File: src/rtl/core/tsrp_pkg.sv
// Shared constants and default parameters for the triangular step-rate profile block.
`timescale 1ns / 1ps

package tsrp_pkg;

   // Default profile parameters
   localparam int MAX_SLICES_DEFAULT = 64;
   localparam int SLICE_MS_DEFAULT   = 10;

   // Port field widths
   localparam int STEPS_W    = 16;
   localparam int MS_W       = 16;
   localparam int IDX_W      = 6;
   localparam int RATE_W     = 16;
   localparam int POS_W      = 32;

   // Slice count holds 0..64
   localparam int CNT_W      = IDX_W + 1;

   // Shared divider: dividend holds 2000*32768 < 2^26, divisor holds the duration
   localparam int DIV_W      = 26;
   localparam int DEN_W      = 16;
   localparam int DIV_CNT_W  = $clog2(DIV_W + 1);

   // Scale for the peak rate and widths of the running sums
   localparam int PEAK_GAIN  = 2000;
   localparam int GAIN_W     = 11;
   localparam int TARGET_W   = 25;
   localparam int SUM_W      = 22;

endpackage

File: src/rtl/core/triangular_step_rate_profile.sv
// Top level of the triangular step-rate profile generator with a shared iterative divider.
//
//   channel | direction | handshake             | payload
//   req     | in        | req_valid / req_ready | steps_to_move, duration_ms
//   rsp     | out       | rsp_valid / rsp_ready | slice_index, step_rate, direction,
//           |           |                       | target_steps, position, bad_duration, last
//
// One restoring divider, which produces one quotient bit per cycle, runs up to four
// divisions per command: slice count, peak rate, slope and the shortfall share.
// A good command with S slices runs its divisions and a sum over the S slices before its
// first item, then gives one item per slice; a bad duration gives its single item after the first division.
// A zero step count is accepted and gives no item.
// req_ready is high only while idle; a stalled rsp item holds the block.
// Reset (synchronous, active high) clears the sequencer and the running position.
`timescale 1ns / 1ps

module triangular_step_rate_profile
   import tsrp_pkg::*;
#(
   parameter int MAX_SLICES = MAX_SLICES_DEFAULT,
   parameter int SLICE_MS   = SLICE_MS_DEFAULT
) (
   input  logic                      clock,
   input  logic                      reset,
   input  logic                      req_valid,
   output logic                      req_ready,
   input  logic signed [STEPS_W-1:0] req_steps_to_move,
   input  logic        [MS_W-1:0]    req_duration_ms,
   output logic                      rsp_valid,
   input  logic                      rsp_ready,
   output logic        [IDX_W-1:0]   rsp_slice_index,
   output logic        [RATE_W-1:0]  rsp_step_rate,
   output logic                      rsp_direction,
   output logic        [STEPS_W-1:0] rsp_target_steps,
   output logic signed [POS_W-1:0]   rsp_position,
   output logic                      rsp_bad_duration,
   output logic                      rsp_last
);

   // Slices per second, used to scale the target sum
   localparam int SCALE_K = 1000 / SLICE_MS;

   typedef enum logic [5:0] {
      S_IDLE   = 6'b000001,
      S_DIVIDE = 6'b000010,
      S_SUM    = 6'b000100,
      S_SHARE  = 6'b001000,
      S_LOAD   = 6'b010000,
      S_OUTPUT = 6'b100000
   } state_type;

   typedef enum logic [3:0] {
      OP_SLICES = 4'b0001,
      OP_PEAK   = 4'b0010,
      OP_SLOPE  = 4'b0100,
      OP_SPREAD = 4'b1000
   } div_op_type;

   state_type               state_ff, state_in;
   div_op_type              op_ff, op_in;

   logic [DIV_W-1:0]        div_quo_ff, div_quo_in;
   logic [DEN_W-1:0]        div_rem_ff, div_rem_in;
   logic [DEN_W-1:0]        div_den_ff, div_den_in;
   logic [DIV_CNT_W-1:0]    div_cnt_ff, div_cnt_in;

   logic [STEPS_W-1:0]      mag_ff, mag_in;
   logic                    neg_ff, neg_in;
   logic signed [POS_W-1:0] pos_ff, pos_in;
   logic [MS_W-1:0]         ms_ff, ms_in;
   logic [CNT_W-1:0]        slices_ff, slices_in;
   logic [TARGET_W-1:0]     target_ff, target_in;
   logic [RATE_W-1:0]       slope_ff, slope_in;
   logic [SUM_W-1:0]        sum_ff, sum_in;
   logic [RATE_W-1:0]       share_q_ff, share_q_in;
   logic [IDX_W-1:0]        share_r_ff, share_r_in;
   logic [IDX_W-1:0]        idx_ff, idx_in;

   logic [IDX_W-1:0]        out_idx_ff, out_idx_in;
   logic [RATE_W-1:0]       out_rate_ff, out_rate_in;
   logic                    out_bad_ff, out_bad_in;
   logic                    out_last_ff, out_last_in;

   // Restoring divider step
   logic [DEN_W:0]          div_trial;
   logic                    div_fit;

   // Slice arithmetic
   logic [CNT_W-1:0]        idx_ext;
   logic [CNT_W-1:0]        mid;
   logic [CNT_W-1:0]        ramp_k;
   logic [RATE_W-1:0]       ramp_rate;
   logic                    idx_is_end;
   logic [STEPS_W-1:0]      req_mag;
   logic                    req_neg;
   logic [DIV_W-1:0]        peak_num;
   logic [DIV_W-1:0]        target_prod;
   logic                    slices_bad;

   assign div_trial = {div_rem_ff, div_quo_ff[DIV_W-1]};
   assign div_fit   = (div_trial >= {1'b0, div_den_ff});

   assign idx_ext    = {1'b0, idx_ff};
   assign mid        = slices_ff >> 1;
   assign ramp_k     = (idx_ext < mid) ? idx_ext : (slices_ff - idx_ext);
   assign ramp_rate  = slope_ff * RATE_W'(ramp_k);
   assign idx_is_end = ((idx_ext + CNT_W'(1)) == slices_ff);

   assign req_neg     = req_steps_to_move[STEPS_W-1];
   assign req_mag     = req_neg ? (STEPS_W'(0) - req_steps_to_move) : req_steps_to_move;
   assign peak_num    = DIV_W'(mag_ff) * DIV_W'(PEAK_GAIN);
   assign target_prod = DIV_W'(mag_ff) * DIV_W'(SCALE_K);
   assign slices_bad  = (div_quo_ff == '0) || (div_quo_ff > DIV_W'(MAX_SLICES));

   // Sequencer and datapath next values
   always_comb begin
      state_in    = state_ff;
      op_in       = op_ff;
      div_quo_in  = div_quo_ff;
      div_rem_in  = div_rem_ff;
      div_den_in  = div_den_ff;
      div_cnt_in  = div_cnt_ff;
      mag_in      = mag_ff;
      neg_in      = neg_ff;
      pos_in      = pos_ff;
      ms_in       = ms_ff;
      slices_in   = slices_ff;
      target_in   = target_ff;
      slope_in    = slope_ff;
      sum_in      = sum_ff;
      share_q_in  = share_q_ff;
      share_r_in  = share_r_ff;
      idx_in      = idx_ff;
      out_idx_in  = out_idx_ff;
      out_rate_in = out_rate_ff;
      out_bad_in  = out_bad_ff;
      out_last_in = out_last_ff;

      unique case (state_ff)
         S_IDLE: begin
            // Take a command; a zero count is dropped
            if (req_valid && (req_steps_to_move != '0)) begin
               mag_in     = req_mag;
               neg_in     = req_neg;
               pos_in     = pos_ff + POS_W'(req_steps_to_move);
               ms_in      = req_duration_ms;
               div_quo_in = DIV_W'(req_duration_ms);
               div_den_in = DEN_W'(SLICE_MS);
               div_rem_in = '0;
               div_cnt_in = DIV_CNT_W'(DIV_W);
               op_in      = OP_SLICES;
               state_in   = S_DIVIDE;
            end
         end

         S_DIVIDE: begin
            if (div_cnt_ff != '0) begin
               // Shift in one dividend bit and subtract when it fits
               div_rem_in = div_fit ? DEN_W'(div_trial - {1'b0, div_den_ff})
                                    : DEN_W'(div_trial);
               div_quo_in = {div_quo_ff[DIV_W-2:0], div_fit};
               div_cnt_in = div_cnt_ff - DIV_CNT_W'(1);
            end else begin
               // Dispatch on the finished quotient
               div_rem_in = '0;
               div_cnt_in = DIV_CNT_W'(DIV_W);
               unique case (op_ff)
                  OP_SLICES: begin
                     if (slices_bad) begin
                        out_idx_in  = '0;
                        out_rate_in = '0;
                        out_bad_in  = 1'b1;
                        out_last_in = 1'b1;
                        state_in    = S_OUTPUT;
                     end else begin
                        slices_in  = CNT_W'(div_quo_ff);
                        target_in  = TARGET_W'(target_prod);
                        div_quo_in = peak_num;
                        div_den_in = ms_ff;
                        op_in      = OP_PEAK;
                     end
                  end
                  OP_PEAK: begin
                     div_quo_in = div_quo_ff;
                     div_den_in = DEN_W'(slices_ff);
                     op_in      = OP_SLOPE;
                  end
                  OP_SLOPE: begin
                     slope_in = {div_quo_ff[RATE_W-2:0], 1'b0};
                     sum_in   = '0;
                     idx_in   = '0;
                     state_in = S_SUM;
                  end
                  OP_SPREAD: begin
                     share_q_in = div_quo_ff[RATE_W-1:0];
                     share_r_in = div_rem_ff[IDX_W-1:0];
                     idx_in     = '0;
                     state_in   = S_LOAD;
                  end
                  default: begin
                     state_in = S_IDLE;
                  end
               endcase
            end
         end

         S_SUM: begin
            // Accumulate the ramp rates over all slices
            sum_in = sum_ff + SUM_W'(ramp_rate);
            if (idx_is_end) begin
               state_in = S_SHARE;
            end else begin
               idx_in = idx_ff + IDX_W'(1);
            end
         end

         S_SHARE: begin
            // Divide any positive shortfall among the slices
            div_quo_in = (TARGET_W'(sum_ff) < target_ff)
                       ? DIV_W'(target_ff - TARGET_W'(sum_ff)) : '0;
            div_den_in = DEN_W'(slices_ff);
            div_rem_in = '0;
            div_cnt_in = DIV_CNT_W'(DIV_W);
            op_in      = OP_SPREAD;
            state_in   = S_DIVIDE;
         end

         S_LOAD: begin
            // Build the item for the current slice
            out_idx_in  = idx_ff;
            out_rate_in = ramp_rate + share_q_ff + RATE_W'(idx_ff < share_r_ff);
            out_bad_in  = 1'b0;
            out_last_in = idx_is_end;
            state_in    = S_OUTPUT;
         end

         S_OUTPUT: begin
            // Hold the item until taken, then advance
            if (rsp_ready) begin
               if (out_last_ff) begin
                  state_in = S_IDLE;
               end else begin
                  idx_in   = idx_ff + IDX_W'(1);
                  state_in = S_LOAD;
               end
            end
         end

         default: begin
            state_in = S_IDLE;
         end
      endcase
   end

   // Control registers
   always_ff @(posedge clock) begin
      if (reset) begin
         state_ff <= S_IDLE;
         op_ff    <= OP_SLICES;
         pos_ff   <= '0;
      end else begin
         state_ff <= state_in;
         op_ff    <= op_in;
         pos_ff   <= pos_in;
      end
   end

   // Payload registers
   always_ff @(posedge clock) begin
      div_quo_ff  <= div_quo_in;
      div_rem_ff  <= div_rem_in;
      div_den_ff  <= div_den_in;
      div_cnt_ff  <= div_cnt_in;
      mag_ff      <= mag_in;
      neg_ff      <= neg_in;
      ms_ff       <= ms_in;
      slices_ff   <= slices_in;
      target_ff   <= target_in;
      slope_ff    <= slope_in;
      sum_ff      <= sum_in;
      share_q_ff  <= share_q_in;
      share_r_ff  <= share_r_in;
      idx_ff      <= idx_in;
      out_idx_ff  <= out_idx_in;
      out_rate_ff <= out_rate_in;
      out_bad_ff  <= out_bad_in;
      out_last_ff <= out_last_in;
   end

   // Ports
   assign req_ready        = (state_ff == S_IDLE);
   assign rsp_valid        = (state_ff == S_OUTPUT);
   assign rsp_slice_index  = out_idx_ff;
   assign rsp_step_rate    = out_rate_ff;
   assign rsp_direction    = neg_ff;
   assign rsp_target_steps = mag_ff;
   assign rsp_position     = pos_ff;
   assign rsp_bad_duration = out_bad_ff;
   assign rsp_last         = out_last_ff;

   // Checks
   a_no_overlap: assert property (@(posedge clock) disable iff (reset)
      !(req_ready && rsp_valid))
      else $error("request and result channels active together");

   a_bad_single: assert property (@(posedge clock) disable iff (reset)
      (rsp_valid && rsp_bad_duration) |->
         (rsp_last && (rsp_step_rate == '0) && (rsp_slice_index == '0)))
      else $error("bad duration item is not a lone zero item");

   a_index_step: assert property (@(posedge clock) disable iff (reset)
      (rsp_valid && rsp_ready && !rsp_last) |=> ##1
         (rsp_valid && (rsp_slice_index == $past(rsp_slice_index, 2) + IDX_W'(1))))
      else $error("slice index did not advance by one");

   a_pos_hold: assert property (@(posedge clock) disable iff (reset)
      !(req_valid && req_ready) |=> $stable(rsp_position))
      else $error("position moved without a command");

   a_div_rem: assert property (@(posedge clock) disable iff (reset)
      (state_ff == S_DIVIDE) |-> (div_rem_ff < div_den_ff))
      else $error("divider remainder not below divisor");

endmodule
File: config.mk
export PLATFORM = sky130hd
export DESIGN_NAME = triangular_step_rate_profile
export DESIGN_NICKNAME = d
export VERILOG_FILES = /design/src/rtl/core/tsrp_pkg.sv /design/src/rtl/core/triangular_step_rate_profile.sv
export SDC_FILE = /design/constraint.sdc
export NUM_CORES = 1
export LEC_CHECK = 0
export ABC_AREA = 1
export CORE_MARGIN = 2
export CORE_UTILIZATION = 41
export DETAILED_ROUTE_END_ITERATION = 6
export DONT_BUFFER_PORTS = 1
export GPL_ROUTABILITY_DRIVEN = 0
export MAX_ROUTING_LAYER = met4
export PLACE_DENSITY = 0.56
export SETUP_SLACK_MARGIN = 0.15
export SYNTH_ARGS = -nofsm -noshare
export SYNTH_HDL_FRONTEND = slang
export SYNTH_SLANG_ARGS = --single-unit
File: constraint.sdc
create_clock -name clock -period 6.6 [get_ports clock]
set_input_delay 0.33 -clock clock [delete_from_list [all_inputs] [get_ports clock]]
set_output_delay 0.33 -clock clock [all_outputs]
set_load 0.05 [all_outputs]
Yosys cells after proc, flatten, opt, wreduce, memory -nomap -nowiden
Index checks and enable logic that the tools add are counted.

Register bits after elaboration: 255. Input bits: 36. Output and inout bits: 75. Logic and storage cells: 146.

Reductions and logical operators: 21. $add $sub $neg: 11. Equality and inequality tests: 27. Multiplexer cells: 55. $mul: 3. Order comparisons: 5. Bitwise gates (word level): 2.

Operators with widths (count): 16-bit two-way mux (9); 26-bit two-way mux (5); 16-bit case mux with 3 select lines (2); 6-bit two-way mux (13); 26-bit case mux with 3 select lines (1); 16-bit case mux with 2 select lines (2); 22-bit two-way mux (2); 22-bit case mux with 2 select lines (1); 6-bit case mux with 6 select lines (1); 32-bit by 16-bit adder with 32-bit output (1); 26-bit by 7-bit greater-than comparator with 1-bit output (second input constant) (1); 26-bit logical NOT (1); 6-bit case mux with 4 select lines (1); 23-bit by 22-bit subtractor with 24-bit output (1); 22-bit by 23-bit < comparator with 1-bit output (1); 22-bit by 16-bit adder with 22-bit output (1); 16-bit by 7-bit multiplier with 22-bit output (second input constant) (1); 16-bit by 5-bit multiplier with 21-bit output (second input constant) (1); 6-bit case mux with 3 select lines (1); 17-bit by 16-bit >= comparator with 1-bit output (1); 16-bit by 1-bit adder with 16-bit output (1); 16-bit adder (1); 2-bit inequality test (second input constant) (8); 16-bit nonzero test (1); 44 further kinds (66).

Longest topological paths before layout
Word-level depth: 6. Mapped depth: 38. Gate-level depth less buffers: 38.

Least setup slack after synthesis
OpenSTA, ideal clock, no wires.

Kind: reg-to-reg. Start: register idx_ff[0]. End: register sum_ff[19] (data pin). Stages on the path, launching flop included: 37. Buffers on the path: 0. Library setup time: 0.270 ns. Clock period less this slack: 6.684 ns. Arrival: 6.414 ns. Setup slack: -0.084 ns. Data required time: 6.330 ns. Path through: edfxtp_1 -> ha_1 -> inv_1 -> fa_1 -> nand3_1 -> nand2_1 -> nand2_1 -> nand2_1 -> nand2_1 -> nand2_1 -> inv_1 -> nand2_1 -> fa_1 -> fa_1 -> inv_1 -> fa_1 -> inv_1 -> fa_1 -> inv_1 -> ha_1 -> nand2_1 -> o21ai_0 -> a21o_1 -> a21oi_1 -> o21ai_0 -> nand2_1 -> a21oi_1 -> nor2_1 -> xnor2_1 -> ha_1 -> nand2_1 -> o21ai_0 -> a21oi_1 -> o21ai_0 -> inv_1 -> o21ai_0 -> a21oi_1.

Cells in the longest elaborated chain, start to end: 5. Elaborated cells between the ends (all ways): 6. Classes of those cells: add/sub (2); mul (1); order compare (1); mux (2).

Ends and longest elaborated chain: start, declared (line triangular_step_rate_profile.sv:77) `logic [IDX_W-1:0] idx_ff, idx_in;`; start signal, assigned (line triangular_step_rate_profile.sv:283) `idx_ff <= idx_in;`; 7-bit by 6-bit subtractor with 7-bit output or 6-bit < comparator (tied branches) (line triangular_step_rate_profile.sv:105) `assign ramp_k = (idx_ext < mid) ? idx_ext : (slices_ff - idx_ext);`; 7-bit two-way mux * (line triangular_step_rate_profile.sv:105); 15-bit by 7-bit multiplier with 15-bit output * (line triangular_step_rate_profile.sv:106) `assign ramp_rate = slope_ff * RATE_W'(ramp_k);`; 22-bit by 16-bit adder with 22-bit output * (line triangular_step_rate_profile.sv:209) `sum_in = sum_ff + SUM_W'(ramp_rate);`; 22-bit case mux with 2 select lines * (line triangular_step_rate_profile.sv:139) `unique case (state_ff)`; end signal, assigned (line triangular_step_rate_profile.sv:280) `sum_ff <= sum_in;`; end, declared (line triangular_step_rate_profile.sv:74) `logic [SUM_W-1:0] sum_ff, sum_in;`.

Mark *: on every way between the ends. The rest lies on a longest branch, timed or not. A chain may end at the register's enable or synchronous reset.

Worst setup path after layout
Start: register idx_ff[3]. End: register sum_ff[21] (data pin).

The elaborated chain is that of the path after synthesis.

==> summary.txt <==
Run status
  • Status: finished clean

Layout
  • Nets@finish: roughly 3.0k
  • Area growth from synthesis to layout: 19.4%
  • Filler Cells Inserted: about 4.8k
  • Most common cell after layout, fill and taps aside: nand2_1
  • Non-Filler Instances: 3,374
  • Register Area: around 7200 sq um
  • Layout cell share with drive strength beyond 1: between 15 and 20%
  • Highest-count cells in the layout ignoring fill and taps: nand2_1 (396), inv_1 (394), a21oi_1 (220)
  • Multi-input gate area: 13,400 sq um

Global routing
  • Met3 Use GR: 3.31%
  • Largest net degree at the start of global routing: 47
  • Tot GR Track Use: 22.4%
  • Vias in the first global route: 17.9k
  • First-pass GRT wire length: about 94 mm
  • Grt peak-use layer: met2
  • Gr ovfl total: 0
  • Met2 usage: 37.2%
  • Met1 GRT Util: 27.5%
  • Initial antenna violation count: 3

Timing
  • Fin crit period: 6.51 ns
  • Unrepaired setup endpoints after global routing: true
  • Endpoints failing setup: 0
  • Max Freq: 0.154 GHz
  • Hold Fails Final Rpt: 0
  • Slew @ Worst Pin: 1.23 ns
  • Period utilisation layout: 98.7%
  • Slew margin rel.: 18.1%
  • Skew final: approximately 0.029 ns
  • Max Slew Vio Count: 0

Critical path
  • Data arrival time of the critical path: 6.85 ns
  • Max FO, Critical Path: 8
  • Critical Path Sink Type: flop
  • CP peak stage delay: 0.56 ns
  • Slowest-stage cell, CP: fa_1
  • Worst reg2reg path depth: 35
  • Crit start category: flop
  • Crit Path Class: flop to flop
  • Req. time, crit path: ~6.9 ns

Logic synthesis
  • FFs w/ async S/R, synth: 0%
  • Yosys warnings: 0
  • Average size of a mapped cell: 8.66 sq um
  • Sequential element share of the synthesized area: between 30% and 40%
  • Flops & latches, synth: 254
  • EDFF count, synth: 212
  • Yosys cell types: 59
  • Ys flop type: edfxtp_1
  • Syn_nets: 2,864
  • Post-Syn Area: 21,500 sq um
  • Post-Syn Instances: 2,483

Die
  • Ports: 111
  • Die area: 54,300 sq um
  • Chip Width: around 230 microns
  • Die H: 233 microns
  • Initial Utilization: 41.6%
  • Core box area: 51,600 sq um
  • Rows: 83

Clock tree
  • Clk Latency, worst-skew pair: 0.60 ns
  • Total CTS buffers: 31
  • CTS sink count: about 250
  • Clock Tree Root: clkbuf_16
  • CTS tree: yes
  • Max Buffers Root-to-Sink: 3
  • Clk pin slew, worst setup/hold paths: 0.06 ns
  • H-tree depth: 1

Route
  • Drt pass-1 iters: 5
  • DR WL/cell: 17.3 microns
  • Vias: 17.8k
  • First DRT Iteration DRCs: between 1k and 1.5k
  • Post-route ant nets: 0
  • DRC: 0
  • Total Wirelength: 58.4 mm
  • DR vias/cell: approximately 5.3

Min path
  • Worst Hold Class: input port to flop
  • Hold depth: 2

Place
  • Dpl hpwl: roughly 45 mm
  • Placed Cells: 3,234
  • PortBufs: 0

Flow run
  • Max-cap violations: 0
## area by class of cell
cell class                 count  area share, %
sequential                   254           28.1
tap                          680           3.31
clock buffer                  40           3.31
clock inverter                17          0.653
antenna                        4         0.0390
multi-input combinational   1759           52.2
timing repair buffer         182           5.98
inverter                     438           6.44
## kinds of logic after synthesis
| group | synth area share, % |
|---|---|
| compound gates | 13.2 |
| xor+xnor | 4.48 |
| fa+ha+maj | 24.2 |
| buf+inv | 8.32 |
| flops | 33.5 |
| mux | 0.0466 |
| simple gates | 16.2 |
## path summary, 6_finish.rpt
path | start | to | slack (ns)
worst max-delay path | idx_ff[3]$_SDFFCE_PP0P_ | sum_ff[21]$_SDFFCE_PN0P_ | 0.09
worst max register to register | idx_ff[3]$_SDFFCE_PP0P_ | sum_ff[21]$_SDFFCE_PN0P_ | 0.09
worst min register to register | div_rem_ff[4]$_SDFFCE_PN0P_ | share_r_ff[4]$_DFFE_PP_ | 0.49
worst min-delay path | req_duration_ms[4] | div_quo_ff[4]$_DFFE_PP_ | 0.02
## flip-flops by register name, indices dropped and copies added, names as in the netlist
register          flops
idx_ff                6
div_den_ff           16
rsp_step_rate        16
rsp_position         32
rsp_direction         1
rsp_target_steps     16
slices_ff             7
share_q_ff           16
state_ff              6
ms_ff                16
share_r_ff            6
rsp_slice_index       6
rsp_bad_duration      1
target_ff            21
div_quo_ff           26
div_cnt_ff            5
sum_ff               21
div_rem_ff           16
op_ff                 4
slope_ff             15
rsp_last              1
## cell usage after synthesis (all sizes together), types with 6 or more instances
library cell,number,area share (%)
nand2,439,7.9
inv,436,7.6
a21oi,236,5.5
ha,227,13
edfxtp,212,30
nor2,186,3.5
o21ai,139,3.2
fa,118,11
nand3,95,2.3
xor2,68,2.8
dfxtp,42,3.9
xnor2,42,1.7
nor3,35,0.88
o211ai,34,1.2
nand4,18,0.55
o21a,18,0.63
clkbuf,17,0.30
a21o,16,0.56
buf,15,0.38
nor4,15,0.56
o21bai,12,0.42
a31oi,8,0.23
o2111ai,7,0.29
or2,6,0.17
## metal layers
| metal | share of wire [%] | wire [microns] | vias up |
|---|---|---|---|
| met2 | 48 | 28100 | 494 |
| met4 | 3.9 | 2250 | 0 |
| met3 | 5.2 | 3040 | 126 |
| met1 | 43 | 25000 | 8470 |
| li1 | - | - | 8687 |
| met5 | 0 | 0 | - |
## metrics by stage
step	TNS, ns	setup WS (ns)	area [sq um]	hold WS, ns	utilization, %
after floorplan	0	0.157	21500	0.429	-
after global placement	-0.394	-0.128	23000	0.401	44.6
after detailed placement	-1.90	-0.364	23000	0.404	44.6
after CTS	0	0.0615	25000	0.000397	48.5
after global routing	-1.44	-0.196	25700	0.00948	49.7
final	0	0.0865	25700	0.0223	49.7
## repair_timing
item                                    4_1_cts  5_1_grt
endpoints found under the hold margin        48        0
buffers inserted                             24       22
hold buffers                                 33        0
gates resized for setup                      92      121
endpoints found under the setup margin       14       16
pin swaps                                    54       88
## worst max-delay path: cells and delay by family, from the launching register on
kind            cells  cell delay, ns
compound gates     11            1.42
xor+xnor            1            0.14
fa+ha+maj           7            3.01
buf+inv             6            0.44
flops               1            0.48
simple gates       10            0.75
Power is not shown: default switching activity piles up to over one toggle a cycle in this logic, so the estimate is an artifact.
